**config.mk**
```make
export PLATFORM = sky130hd
export DESIGN_NAME = lmbs_ctrl
export DESIGN_NICKNAME = d
export VERILOG_FILES = /design/src/hw/rtl/lmbs_pkg.sv /design/src/hw/rtl/lmbs_ctrl.sv
export SDC_FILE = /design/constraint.sdc
export NUM_CORES = 1
export LEC_CHECK = 0
export BUFFER_PORTS_ARGS = -buffer_cell sky130_fd_sc_hd__buf_4
export CORE_AREA = 2 2 39 41
export CTS_BUF_LIST = sky130_fd_sc_hd__clkbuf_4 sky130_fd_sc_hd__clkbuf_8
export DETAILED_ROUTE_END_ITERATION = 12
export DIE_AREA = 0 0 41 43
export HOLD_SLACK_MARGIN = 0.08
export PLACE_DENSITY = 0.42
export SLEW_MARGIN = 20
export SYNTH_ARGS = -nofsm -noshare
export SYNTH_HDL_FRONTEND = slang
export SYNTH_SLANG_ARGS = --single-unit
export TNS_END_PERCENT = 50
```
**constraint.sdc**
```tcl
create_clock -name clk -period 1.7 [get_ports clk]
set_input_delay 0.34 -clock clk [delete_from_list [all_inputs] [get_ports clk]]
set_output_delay 0.34 -clock clk [all_outputs]
set_load 0.01 [all_outputs]
```
**src/hw/rtl/lmbs_pkg.sv**
```systemverilog
package lmbs_pkg;

	// fixed field widths
	localparam int BYTE_W     = 8;
	localparam int LEVEL_W    = 10;
	localparam int PLANE_W    = 4;
	localparam int ROW_ADDR_W = 5;
	localparam int CFG_W      = 7;
	localparam int HALF_W     = CFG_W - 1;
	localparam int GAMMA_DEPTH = 256;
	localparam int NUM_CH     = 3;
	localparam int MAX_PLANES = 10;

	// register reset values
	localparam logic [PLANE_W-1:0] PLANES_RST = 4'd10;
	localparam logic [CFG_W-1:0]   WIDTH_RST  = 7'd64;
	localparam logic [CFG_W-1:0]   HEIGHT_RST = 7'd32;

	typedef enum logic [1:0] {
		CMD_PIXEL = 2'd0,
		CMD_GAMMA = 2'd1,
		CMD_TICK  = 2'd2
	} cmd_e_t;

	typedef enum logic [1:0] {
		REG_PLANES = 2'd0,
		REG_BUFFER = 2'd1,
		REG_WIDTH  = 2'd2,
		REG_HEIGHT = 2'd3
	} reg_e_t;

	typedef enum logic [1:0] {
		CH_RED   = 2'd0,
		CH_GREEN = 2'd1,
		CH_BLUE  = 2'd2
	} chan_e_t;

	typedef enum logic [1:0] {
		ST_IDLE = 2'd0,
		ST_TOP  = 2'd1,
		ST_BOT  = 2'd2,
		ST_OUT  = 2'd3
	} state_e_t;

	// controller to datapath
	typedef struct packed {
		logic accept;      // item taken this cycle
		logic tick_latch;  // tick that gives a latch beat
		logic rd_bot;      // top bytes back, read bottom bytes
		logic lk_bot;      // top levels back, look up bottom levels
		logic emit_shift;  // bottom levels back, send shift beat
	} ctrl_t;

	// datapath to controller
	typedef struct packed {
		logic shift_beat;  // column counter still inside the row
	} status_t;

endpackage

```
**src/hw/rtl/lmbs_ctrl.sv**
```systemverilog
module lmbs_ctrl import lmbs_pkg::*; (
	input  logic         clk,
	input  logic         arst_n,
	input  logic         start,
	input  logic [1:0]   cmd,
	input  status_t      sts,
	output logic         busy,
	output ctrl_t        ctl
);

	state_e_t state_q, state_d;

	always_ff @(posedge clk or negedge arst_n) begin
		if (!arst_n) begin
			state_q <= ST_IDLE;
		end else begin
			state_q <= state_d;
		end
	end

	always_comb begin
		state_d = state_q;
		ctl     = '0;
		busy    = 1'b1;
		unique case (state_q)
			ST_IDLE: begin
				busy       = 1'b0;
				ctl.accept = start;
				if (start && cmd == CMD_TICK) begin
					if (sts.shift_beat) begin
						state_d = ST_TOP;
					end else begin
						ctl.tick_latch = 1'b1;
					end
				end
			end
			ST_TOP: begin
				ctl.rd_bot = 1'b1;
				state_d    = ST_BOT;
			end
			ST_BOT: begin
				ctl.lk_bot = 1'b1;
				state_d    = ST_OUT;
			end
			ST_OUT: begin
				ctl.emit_shift = 1'b1;
				state_d        = ST_IDLE;
			end
		endcase
	end

endmodule

```
### After elaboration in Yosys (flattened, before gate mapping)

Index checks and enable logic that the tools add are counted.

* output and inout port bits: 6
* logic and storage cells: 20
* bits of input ports: 6
* bits in registers: 2

* eq/ne operators: 6
* reduce and logical (&&, ||, !) cells: 3
* mux-type cells: 10

Operators with widths (count)
* $pmux 2 s4: 1
* $eq 2x2->1 const B: 3
* $mux 1: 6
* $mux 2: 3
* $ne 2x2->1 const B: 2
* $eq 2x1->1 const B: 1
* $logic_not 2->1: 1
* $reduce_and 2->1: 1
* $logic_and 1x1->1: 1

### Depth between registers and ports, before layout

* depth in word-level cells: 4
* depth in mapped cells: 4

### Least setup slack after synthesis

Ideal clock, no wire load.

* path type: reg2out
* start point: reg state_q[0]
* end point: out ctl[3] (netlist name)
* slack: 0.116 ns
* stages on the path, launching flop included: 5
* arrival: 1.244 ns
* path buffers: 0
* required time: 1.360 ns
* cell sequence: dfrtp_1 -> inv_1 -> ha_1 -> and2_1 -> nor3b_1

RTL lines
* from (decl): RTL line lmbs_ctrl.sv:11 `state_e_t state_q, state_d;`
* from (signal assigned): RTL line lmbs_ctrl.sv:17 `state_q <= state_d;`
* to (decl): RTL line lmbs_ctrl.sv:8 `output ctrl_t ctl`

==> results.tsv <==
metric	value	unit
final WL	465	microns
Worst-path clk slew	30	ps
crit share post-route	95.9	%
I/O pin count	12	
PortBufs	11	
CP endpoint kind	output pin	
post-layout minimum cycle time	1630	ps
worst vdd ir	0.000503	V
Ys Warns	0	
Via Count	191	
initial antenna violation count	0	
std cell rows	14	
synthesis-stage register bit count	2	
fillcell total	157	
Area Growth Syn to Fin	85.0	%
Initial Util	14.5	%
Routability Congestion	0.608	
clk buf depth	2	
core area	1380	sq um
Nets	48	
synthesized cell area	200	sq um
max cap viols	0	
number of buffers created by CTS	3	
max FFs per register	2	
largest net degree at the start of global routing	5	
register bank with the most flops	state_q	
DIE HEIGHT	43	microns
DR pass1 iterations	1	
Setup CP Type	flip-flop to output pin	
clk_lat worst skew	220	ps
Fmax	613	MHz
Distinct cells, synth	11	
DRC violations left	0	
final setup violating endpoints	0	
Power Total	0.621	mW
GRT Util Overall	6.41	%
gr ovfl total	0	
worst slew pin tran	118	ps
max-slew violation count	0	
PnR worst setup slack	69.9	ps
n_diodes	0	
syn nets	29	
share of cells above drive strength 1	68.6	%
Sink Count	2	
Worst Path Required	1360	ps
Mapped Avg Cell Area	11.1	sq um
Rel. slew slack	91.9	%
startpoint types	flip-flop	
Hold Crit Class	input port to async pin	
Arr. time, crit path	1290	ps
DR vias/cell	3.75	
DP Wirelength	373	microns
CTS tree	built	
die width	41	microns
sequential element share of the synthesized area	25.0	%
Worst Path Max Fanout	4	
Sequential cell area	50.0	sq um
die area	1760	sq um
# H-tree levels	1	
DP Worst Slack	186	ps
DRT iter0 DRCs	0	
area of the multi-input gates	159	sq um
drt wl/cell	9.12	microns
clk root buf	clkbuf_4	
Worst Clk Skew	1.17	ps
post-synthesis cell count	18	
first-pass GRT wire length	710	microns
Final Hold Vio Count	0	
vias in the first global route	200	
Leak	0.194	nW
result of the run	finished clean	
Power Density	1680	nW/um^2
Routed Antenna Nets	0	
Regs by FF count	state_q (2)	
## synthesized netlist by cell type
| master | number | area (sq um) |
|---|---|---|
| and2_1 | 1 | 6.26 |
| nand2b_4 | 1 | 13.8 |
| nor3b_1 | 1 | 7.51 |
| nand2_1 | 1 | 3.75 |
| nor2_1 | 1 | 3.75 |
| dfrtp_1 | 2 | 50.1 |
| inv_1 | 3 | 11.3 |
| mux2_4 | 1 | 15.0 |
| ha_1 | 5 | 62.6 |
| o21ai_4 | 1 | 16.3 |
| mux2i_1 | 1 | 10.0 |
## cells by family (layout without fill, tap and decap cells)
logic type               count (synthesis)  count (layout)  synth area share, %
multiplexers                             2               2                 12.5
AND/OR/NAND/NOR                          5               5                 17.5
AO/OA/AOI/OAI                            1               1                 8.13
buffers and inverters                    3              20                 5.62
adder cells (fa/ha/maj)                  5               5                 31.3
flip-flops                               2               2                 25.0
## final timing paths
kind,start,end,slack (ps),cells past startpoint
setup / recovery,state_q[0],ctl[3],70,5
hold / removal,arst_n,state_q[1],450,2
setup reg to reg,state_q[0],state_q[1],440,5
hold reg to reg,state_q[0],state_q[0],640,2
max in group asynchronous,arst_n,state_q[0],1170,2
min in group clk,cmd[1],state_q[0],550,4
## routing by layer
layer,up-vias,global-route usage [%],wire [microns]
li1,90,-,-
met1,87,6.07,168
met2,12,9.06,227
met3,2,2.09,59
met4,0,8.00,10
met5,-,0,0
## critical path, cell delays in order (launching register included)
cell and delay (ps):
dfrtp_1 400, inv_2 120, ha_4 150, and2_4 130, nor3b_2 140, buf_4 140
## layout by cell type, fill, tap and decap left out
master / netlist / routed
dlygate4sd3_1: 0 / 1
nor3b_2: 0 / 1
clkbuf_4: 0 / 3
o21ai_4: 1 / 1
nand2b_4: 1 / 1
ha_1: 5 / 4
nand2_1: 1 / 1
mux2_4: 1 / 1
nor2_1: 1 / 1
inv_2: 0 / 2
ha_4: 0 / 1
and2_4: 0 / 1
inv_1: 3 / 1
mux2i_1: 1 / 1
dfrtp_1: 2 / 2
buf_4: 0 / 13
## per-stage QoR
stage	TNS, ps	util [%]	hold WS [ps]	instance area (sq um)	instances
floorplan	0	-	44.4	200	18
global placement	0	22.4	123	310	46
detailed placement	0	22.4	124	310	46
CTS	0	25.7	441	355	51
global route	-5.55	26.8	451	370	51
finish	0	26.8	446	370	51
## final cells by class
type	count	share of cell area, %
flip-flops and latches	2	13.5
well taps	16	5.41
clock buffers	3	6.08
multi-input cells	13	42.9
repair buffers	14	29.1
inverters	3	3.04
## power breakdown
part | switching (mW) | internal (mW) | total [mW]
registers | 0.0221 | 0.0756 | 0.0977
clock network | 0.0215 | 0.0774 | 0.0989
logic | 0.186 | 0.238 | 0.424
total | 0.229 | 0.391 | 0.621
## repair_timing
item                                   in CTS  in global routing
setup buffers                               1                  0
endpoints found under the hold margin       2                  0
resized for setup                           3                  3
setup endpoints to repair                   1                  1
hold buffers                                1                  0
Note: power is estimated with default switching activity, not from simulation.
